**src/rtl/cpct_pkg.sv**
```systemverilog
package cpct_pkg;

  localparam int CUR_W = 16;
  localparam int OUT_W = CUR_W + 2;
  localparam int ANG_W = 16;
  localparam int SINE_TABLE_BITS = 10;
  localparam int TBL_N = 1 << SINE_TABLE_BITS;

  // square root unit: 44-bit radicand, 22-bit root, two root bits per stage
  localparam int SQ_IN_W = 44;
  localparam int ROOT_W = SQ_IN_W / 2;
  localparam int SQRT_STAGES = ROOT_W / 2;
  localparam int REM_W = SQ_IN_W + 2;

  // Q1.16 coefficients
  localparam logic signed [15:0] K_THIRD = 16'sd21845;
  localparam logic signed [17:0] K_INV_SQRT3 = 18'sd37837;
  localparam logic signed [17:0] K_TWO_INV_SQRT3 = 18'sd75674;

  localparam longint unsigned HALF_PI_Q30 = 64'd1686629713;

  typedef logic [16:0] sine_rom_t [0:TBL_N];

  // series term divided by (2n)(2n+1), evaluated while the table is built
  function automatic longint unsigned series_div(longint unsigned t, longint unsigned n);
    case (n)
      64'd1:   return t / 64'd6;
      64'd2:   return t / 64'd20;
      64'd3:   return t / 64'd42;
      64'd4:   return t / 64'd72;
      64'd5:   return t / 64'd110;
      64'd6:   return t / 64'd156;
      64'd7:   return t / 64'd210;
      64'd8:   return t / 64'd272;
      64'd9:   return t / 64'd342;
      64'd10:  return t / 64'd420;
      64'd11:  return t / 64'd506;
      64'd12:  return t / 64'd600;
      default: return t;
    endcase
  endfunction

  function automatic sine_rom_t build_sine();
    sine_rom_t r;
    longint unsigned x;
    longint unsigned x2;
    longint unsigned term;
    longint unsigned n;
    longint sum;
    longint v;
    for (int k = 0; k <= TBL_N; k++) begin
      x = (HALF_PI_Q30 * longint'(k)) >> SINE_TABLE_BITS;
      x2 = (x * x) >> 30;
      term = x;
      sum = longint'(x);
      for (n = 1; n <= 12; n++) begin
        term = series_div((term * x2) >> 30, n);
        if (n[0]) sum = sum - longint'(term);
        else sum = sum + longint'(term);
      end
      if (sum < 0) sum = 0;
      v = (sum + (1 << 13)) >>> 14;
      if (v > 65536) v = 65536;
      r[k] = v[16:0];
    end
    return r;
  endfunction

  localparam sine_rom_t SINE_ROM = build_sine();

  // quarter-wave lookup, no interpolation
  function automatic logic signed [17:0] sine_q16(logic [ANG_W-1:0] ang);
    logic [SINE_TABLE_BITS:0] idx;
    logic signed [17:0] v;
    idx = {1'b0, ang[13 -: SINE_TABLE_BITS]};
    if (ang[14]) idx = (SINE_TABLE_BITS+1)'(TBL_N) - idx;
    v = $signed({1'b0, SINE_ROM[idx]});
    if (ang[15]) v = -v;
    return v;
  endfunction

  function automatic logic signed [OUT_W-1:0] sat_out(logic signed [23:0] x);
    logic signed [23:0] hi;
    logic signed [23:0] lo;
    hi = 24'sd131071;
    lo = -24'sd131072;
    if (x > hi) return hi[OUT_W-1:0];
    if (x < lo) return lo[OUT_W-1:0];
    return x[OUT_W-1:0];
  endfunction

endpackage

```
**src/rtl/cpct_sqrt.sv**
```systemverilog
module cpct_sqrt (
  input  logic                            clk,
  input  logic                            rst_n,
  input  logic                            adv,
  input  logic                            in_vld,
  input  logic [cpct_pkg::SQ_IN_W-1:0]    in_sq,
  output logic                            out_vld,
  output logic [cpct_pkg::ROOT_W-1:0]     out_root
);

  logic [cpct_pkg::REM_W-1:0]  rem_r  [0:cpct_pkg::SQRT_STAGES-1];
  logic [cpct_pkg::ROOT_W-1:0] root_r [0:cpct_pkg::SQRT_STAGES-1];
  logic                        vld_r  [0:cpct_pkg::SQRT_STAGES-1];

  genvar j;
  generate
    for (j = 0; j < cpct_pkg::SQRT_STAGES; j++) begin : g_stage
      localparam int KH = cpct_pkg::ROOT_W - 1 - 2 * j;
      logic [cpct_pkg::REM_W-1:0]  rem_in;
      logic [cpct_pkg::ROOT_W-1:0] root_in;
      logic                        vld_in;
      logic [cpct_pkg::REM_W-1:0]  rem_nxt;
      logic [cpct_pkg::ROOT_W-1:0] root_nxt;
      logic [cpct_pkg::REM_W-1:0]  t_hi;
      logic [cpct_pkg::REM_W-1:0]  rem_mid;
      logic [cpct_pkg::ROOT_W-1:0] root_mid;
      logic [cpct_pkg::REM_W-1:0]  t_lo;

      if (j == 0) begin : g_first
        assign rem_in  = cpct_pkg::REM_W'(in_sq);
        assign root_in = '0;
        assign vld_in  = in_vld;
      end else begin : g_next
        assign rem_in  = rem_r[j-1];
        assign root_in = root_r[j-1];
        assign vld_in  = vld_r[j-1];
      end

      // trial: (2*root + 2^k) * 2^k against the remainder
      always_comb begin
        t_hi = (cpct_pkg::REM_W'(root_in) << (KH + 1)) + (cpct_pkg::REM_W'(1) << (2 * KH));
        if (rem_in >= t_hi) begin
          rem_mid  = rem_in - t_hi;
          root_mid = root_in | (cpct_pkg::ROOT_W'(1) << KH);
        end else begin
          rem_mid  = rem_in;
          root_mid = root_in;
        end
        t_lo = (cpct_pkg::REM_W'(root_mid) << KH) + (cpct_pkg::REM_W'(1) << (2 * (KH - 1)));
        if (rem_mid >= t_lo) begin
          rem_nxt  = rem_mid - t_lo;
          root_nxt = root_mid | (cpct_pkg::ROOT_W'(1) << (KH - 1));
        end else begin
          rem_nxt  = rem_mid;
          root_nxt = root_mid;
        end
      end

      always_ff @(posedge clk) begin
        if (!rst_n) begin
          vld_r[j] <= 1'b0;
        end else if (adv) begin
          vld_r[j] <= vld_in;
        end
        if (adv) begin
          rem_r[j]  <= rem_nxt;
          root_r[j] <= root_nxt;
        end
      end
    end
  endgenerate

  assign out_vld  = vld_r[cpct_pkg::SQRT_STAGES-1];
  assign out_root = root_r[cpct_pkg::SQRT_STAGES-1];

endmodule

```
**config.mk**
```make
export PLATFORM = sky130hd
export DESIGN_NAME = cpct_sqrt
export DESIGN_NICKNAME = d
export VERILOG_FILES = /design/src/rtl/cpct_pkg.sv /design/src/rtl/cpct_sqrt.sv
export SDC_FILE = /design/constraint.sdc
export NUM_CORES = 1
export LEC_CHECK = 0
export BUFFER_PORTS_ARGS = -buffer_cell sky130_fd_sc_hd__buf_4
export CORE_ASPECT_RATIO = 0.6
export CORE_MARGIN = 2
export CORE_UTILIZATION = 50
export DETAILED_ROUTE_END_ITERATION = 12
export PLACE_DENSITY = 0.77
export SYNTH_ARGS = -nofsm -noshare
export SYNTH_HDL_FRONTEND = slang
export SYNTH_SLANG_ARGS = --single-unit
```
**constraint.sdc**
```tcl
create_clock -name clk -period 6.55 [get_ports clk]
set_input_delay 0.655 -clock clk [delete_from_list [all_inputs] [get_ports clk]]
set_output_delay 0.655 -clock clk [all_outputs]
set_load 0.1 [all_outputs]
```
# Word-level counts from Yosys, hierarchy flattened
# Memory sizes are Yosys's and may differ from the RTL's.
# Index checks and enable logic that the tools add are counted.
[op_classes]
bitwise = 11
order_cmp = 22
n_mux = 60
n_addsub = 43
[op_table]
columns = ["operator", "count"]
rows = [
  ["$mux W46", 22],
  ["$ge A46 B24 Y1", 1],
  ["$ge A46 B25 Y1", 1],
  ["$ge A46 B26 Y1", 1],
  ["$ge A46 B27 Y1", 1],
  ["$ge A46 B28 Y1", 1],
  ["$ge A46 B29 Y1", 1],
  ["$ge A46 B30 Y1", 1],
  ["$ge A46 B31 Y1", 1],
  ["$ge A46 B32 Y1", 1],
  ["$ge A46 B33 Y1", 1],
  ["$ge A46 B34 Y1", 1],
  ["$ge A46 B35 Y1", 1],
  ["$ge A46 B36 Y1", 1],
  ["$ge A46 B37 Y1", 1],
  ["$ge A46 B38 Y1", 1],
  ["$ge A46 B39 Y1", 1],
  ["$ge A46 B40 Y1", 1],
  ["$ge A46 B41 Y1", 1],
  ["$ge A46 B42 Y1", 1],
  ["$ge A46 B43 Y1", 1],
  ["$ge A46 B44 Y1", 1],
  ["$sub A46 B24 Y46", 1],
  ["$sub A46 B25 Y46", 1],
  ["other kinds (65)", 91],
]
[word_totals]
ramBits = 759
n_memories = 3
inputBits = 48
reg_bits = 0
output_inout_bits = 23
[memory_table]
columns = ["memory", "depth", "word_bits", "rd", "rd_ports_with_merged_regs", "wr", "line", "source"]
rows = [
  ["rem_r", 11, 46, 10, 0, 11, "cpct_sqrt.sv:11", "logic [cpct_pkg::REM_W-1:0] rem_r [0:cpct_pkg::SQRT_STAGES-1];"],
  ["root_r", 11, 22, 11, 0, 11, "cpct_sqrt.sv:12", "logic [cpct_pkg::ROOT_W-1:0] root_r [0:cpct_pkg::SQRT_STAGES-1];"],
  ["vld_r", 11, 1, 11, 0, 11, "cpct_sqrt.sv:13", "logic vld_r [0:cpct_pkg::SQRT_STAGES-1];"],
]

# Logic depth before layout (Yosys ltp)
# An unclocked memory read counts as a cell.
[depth]
depth_word = 7
depth_mapped = 29
ltp_nobuf = 24

# Worst setup path before layout
# OpenSTA, ideal clock, no wires.
[synth_path]
path_type = "register -> register"
from = "memory rem_r[4][24] (netlist bit)"
to = "memory rem_r[5][30] (netlist bit), data pin"
setup_slack_ns = 0.846
synth_period_minus_slack_ns = 5.704
stages_incl_launch_ff = 24
n_path_buf = 2
setup_ns = 0.271
arrival_time_ns = 5.433
cell_sequence = "edfxtp_1 -> ha_1 -> nor2b_1 -> o21a_1 -> o21a_1 -> o21ai_0 -> a21o_1 -> nand2_1 -> clkbuf_1 -> a31o_2 -> ha_1 -> a21o_1 -> a21o_1 -> a21o_1 -> a21oi_1 -> nor2b_1 -> or3_1 -> a311oi_1 -> nor2_1 -> nor3_1 -> nand2_1 -> clkbuf_1 -> nor2_1 -> a21oi_1"
[synth_lines]
columns = ["item", "line"]
rows = [
  ["from (decl)", "cpct_sqrt.sv:11"],
]

==> impl_metrics.py <==
metrics = {
    "cts": {
        "clock_sinks": 603,
        "clockBufferDepth": 3,
        "cts_buffers": 58,
        "path_clk_slew_ns": 0.07,
        "clk_latency_ns": 0.69,
        "cts_tree": "done",
        "htree_levels": 2,
        "cts-root-buf": "clkbuf_16",
        "postCtsHoldBufs": 0,
    },
    "placed_design": {
        "io_buffers": 70,
        "gp_congestion": 0.988,
        "dp_hpwl_um": 86300,
    },
    "critical_path": {
        "critPathLaunchType": "register",
        "cp.arrival_ns": 6.56,
        "crit_path_cell_trace": "inv_1, ha_1, nand4_1, or4_1, o41ai_2, o31a_2, buf_4, mux2_2, ha_1, a21oi_1, o21ai_0, a21o_1, a21oi_1, o21ai_0, a31oi_1, a21oi_1, o21ai_1, and3_2, nand4_2, buf_4, mux2_1",
        "worstSetupPathType": "register to register",
        "slowest_stage": "or4_1",
        "r2r_setup_slack_ns": 0.35,
        "setup.worst_path.end_class": "register",
        "path_common_cell": "a21oi_1",
        "slowest_delay_ns": 0.65,
        "critPathMaxFanout": 28,
        "r2r-start": "root_r[7][20]$_DFFE_PP_",
        "required_ns": 6.91,
        "crit_start": "root_r[7][20]$_DFFE_PP_",
    },
    "yosys": {
        "yosysSeqAreaShare": 0.445,
        "synth_top_family_by_area": "simple AND/OR/NAND/NOR gates",
        "syn_nets": 4335,
        "ys_ff_latch": 603,
        "synthSimpleGateAreaFrac": 0.174,
        "synth_area_per_cell_um2": 10.2,
        "yosysWarningCount": 0,
        "synth_compound_area_frac": 0.146,
        "synthXorXnorAreaFrac": 0.0841,
        "synth_cells": 4004,
        "yosysUniqueCellTypes": 114,
        "synthMuxAreaShare": 0.0308,
        "synth-main-ff-cell": "edfxtp_1",
        "synthesis.area_um2": 40700,
        "synth_adder_area_share": 0.0870,
        "async_flop_share": 0,
        "synth_edf_count": 602,
    },
    "power_and_ir_drop": {
        "intPower_uw": 9920,
        "p_sw_uw": 6390,
        "p_clk_frac": 0.216,
        "p_per_area_nw_per_um2": 365,
        "pwr-share-comb": 0.425,
        "p_sw_frac": 0.392,
        "p_leak_uw": 0.0175,
        "p_seq_frac": 0.359,
        "total_power_uw": 16300,
        "ir_worst_vdd_uv": 232,
    },
    "global_routing": {
        "grt-ovfl-total": 0,
        "grt_max_degree": 165,
        "antenna_found_initial": 2,
        "grt_pass1_wl_um": 173000,
        "grt_pass1_vias": 29100,
        "grt_use_total": 0.264,
    },
    "finish": {
        "nets": 4424,
        "diodes": 0,
        "multi_input_area_um2": 21300,
        "fillerInstances": 6709,
        "regArea_um2": 18100,
        "area_growth_pct": 9.76,
        "layout-drive-gt1-share": 0.0988,
    },
    "timing": {
        "clock.fmax_mhz": 161,
        "period_minus_slack_ns": 6.20,
        "whs_ns": 0.155,
        "slew_viol_final": 0,
        "hold_violations": 0,
        "slew_headroom": 0.294,
        "finalSetupViolations": 0,
        "fin_worst_skew_ns": 0.0866,
        "post-route-period-util": 0.947,
        "tightest_slew_ns": 1.05,
    },
    "floorplanning": {
        "fp.coreArea_um2": 80000,
        "die_area_um2": 83800,
        "initial_core_util": 0.509,
        "num_io_pins": 71,
        "fp.dieH_um": 225,
        "die_w_um": 372,
        "rows": 80,
    },
    "route": {
        "firstDrtPassIters": 6,
        "drc": 0,
        "viasPerCell": 6.18,
        "dr.first_iter.drc_count": 4171,
        "via_count": 32200,
        "routedWlPerCell_um": 21.5,
        "routed_wl_um": 112000,
        "ant_nets": 0,
    },
    "min_path": {
        "hold_path_class": "input pin to register",
        "worstHoldStart": "in_sq[32]",
    },
    "outcome": {
        "status": "finished clean",
    },
    "job": {
        "maxCapViolations": 0,
    },
}
-- state kept, by name, summed over array words and instances (netlist names) --
name    count
vld_r      11
root_r    132
rem_r     460
-- placed cells by master, fill, tap and decap left out, types with 105 or more instances in the layout --
master / count
nor3_1: 105
inv_1: 238
nor4_1: 112
o21ai_0: 169
a21oi_1: 304
edfxtp_1: 602
nor2_1: 334
buf_4: 132
xor2_1: 143
nand2_1: 277
xnor2_1: 246
ha_1: 283
-- cell usage after synthesis, types with 9 or more instances --
cell type	count	share of area
edfxtp_1	602	0.44
nor2_1	334	0.031
a21oi_1	304	0.037
ha_1	283	0.087
nand2_1	277	0.026
xnor2_1	246	0.053
inv_1	238	0.022
o21ai_0	169	0.021
xor2_1	143	0.031
nor4_1	116	0.018
nor3_1	105	0.013
a21o_1	101	0.019
nand3_1	87	0.011
clkbuf_1	73	0.0067
nand4_1	69	0.011
nand2b_1	60	0.0092
nor2b_1	53	0.0081
mux2_2	51	0.014
and3_1	47	0.0072
o21a_1	43	0.0079
or2_2	35	0.0054
or3_1	28	0.0043
a211oi_1	27	0.0050
and2_1	27	0.0042
mux2i_1	26	0.0064
a31oi_1	25	0.0038
o21bai_1	22	0.0041
buf_2	20	0.0025
nand3b_1	19	0.0035
o31ai_1	19	0.0035
mux2_4	18	0.0066
nor3b_1	18	0.0033
o211ai_1	17	0.0031
o31a_1	17	0.0037
or4_1	17	0.0031
nand4b_1	16	0.0034
a31o_2	12	0.0026
mux2_1	12	0.0033
a2111oi_0	11	0.0024
a211o_1	9	0.0019
o22ai_1	9	0.0014
-- per-stage QoR --
| stage | setup TNS [ns] | utilization | instances | worst slack [ns] | cell area [µm²] |
|---|---|---|---|---|---|
| detailed placement | 0 | 0.533 | 5094 | 0.274 | 42600 |
| global route | -0.0328 | 0.558 | 5207 | -0.0328 | 44700 |
| CTS | 0 | 0.557 | 5202 | 0.297 | 44600 |
| finish | 0 | 0.558 | 5207 | 0.348 | 44700 |
| floorplan | 0 | - | 4004 | 0.846 | 40700 |
| global placement | 0 | 0.533 | 5094 | 0.346 | 42600 |
-- logic make-up (layout without fill, tap and decap cells) --
| kind of cell | after synthesis | count (layout) |
|---|---|---|
| compound gates | 906 | 906 |
| xor+xnor | 390 | 390 |
| fa+ha+maj | 283 | 283 |
| buf+inv | 350 | 487 |
| flops | 603 | 603 |
| mux | 108 | 108 |
| simple gates | 1364 | 1364 |
-- what timing repair did --
item | CTS | global route
gates resized for setup | 0 | 10
buffers inserted | 0 | 5
setup endpoints to repair | 0 | 108
-- critical path, delay by kind of cell (launching register included) --
family	cells	cell delay (ns)
simple gates	4	1.37
fa+ha+maj	2	0.76
flops	1	0.44
mux	2	0.73
compound gates	10	2.07
buf+inv	3	0.55
-- per-layer routing --
metal  up-vias  track usage  part of all wire
li1      15100            -                 -
met1     15200        0.445              0.49
met2      1780        0.320              0.35
met5         -            0                 0
met3       122       0.0869              0.15
met4         0       0.0372             0.011
-- worst paths after layout --
path                            end  cells past startpoint
max reg2reg  rem_r[8][21]$_DFFE_PP_                     21
min          rem_r[0][32]$_DFFE_PP_                      1
max          rem_r[8][21]$_DFFE_PP_                     21
min reg2reg  root_r[9][4]$_DFFE_PP_                      0
-- layout make-up --
type,instances,area share
Inverter,243,0.0205
Multi-Input combinational cell,3051,0.476
Clock buffer,67,0.0333
Clock inverter,41,0.0109
Sequential cell,603,0.405
Tap cell,1066,0.0299
Timing Repair Buffer,136,0.0239
-- power by group through the flow --
stage | Sequential, µW | Combinational (µW) | Clock, µW
3_5_place_dp | 5870 | 6650 | 0
2_1_floorplan | 5540 | 5160 | 0
5_1_grt | 5910 | 7560 | 3730
6_report | 5850 | 6940 | 3520
3_3_place_gp | 5860 | 6550 | 0
4_1_cts | 5800 | 6730 | 3570
No activity file was read; power rests on OpenSTA's default activity.
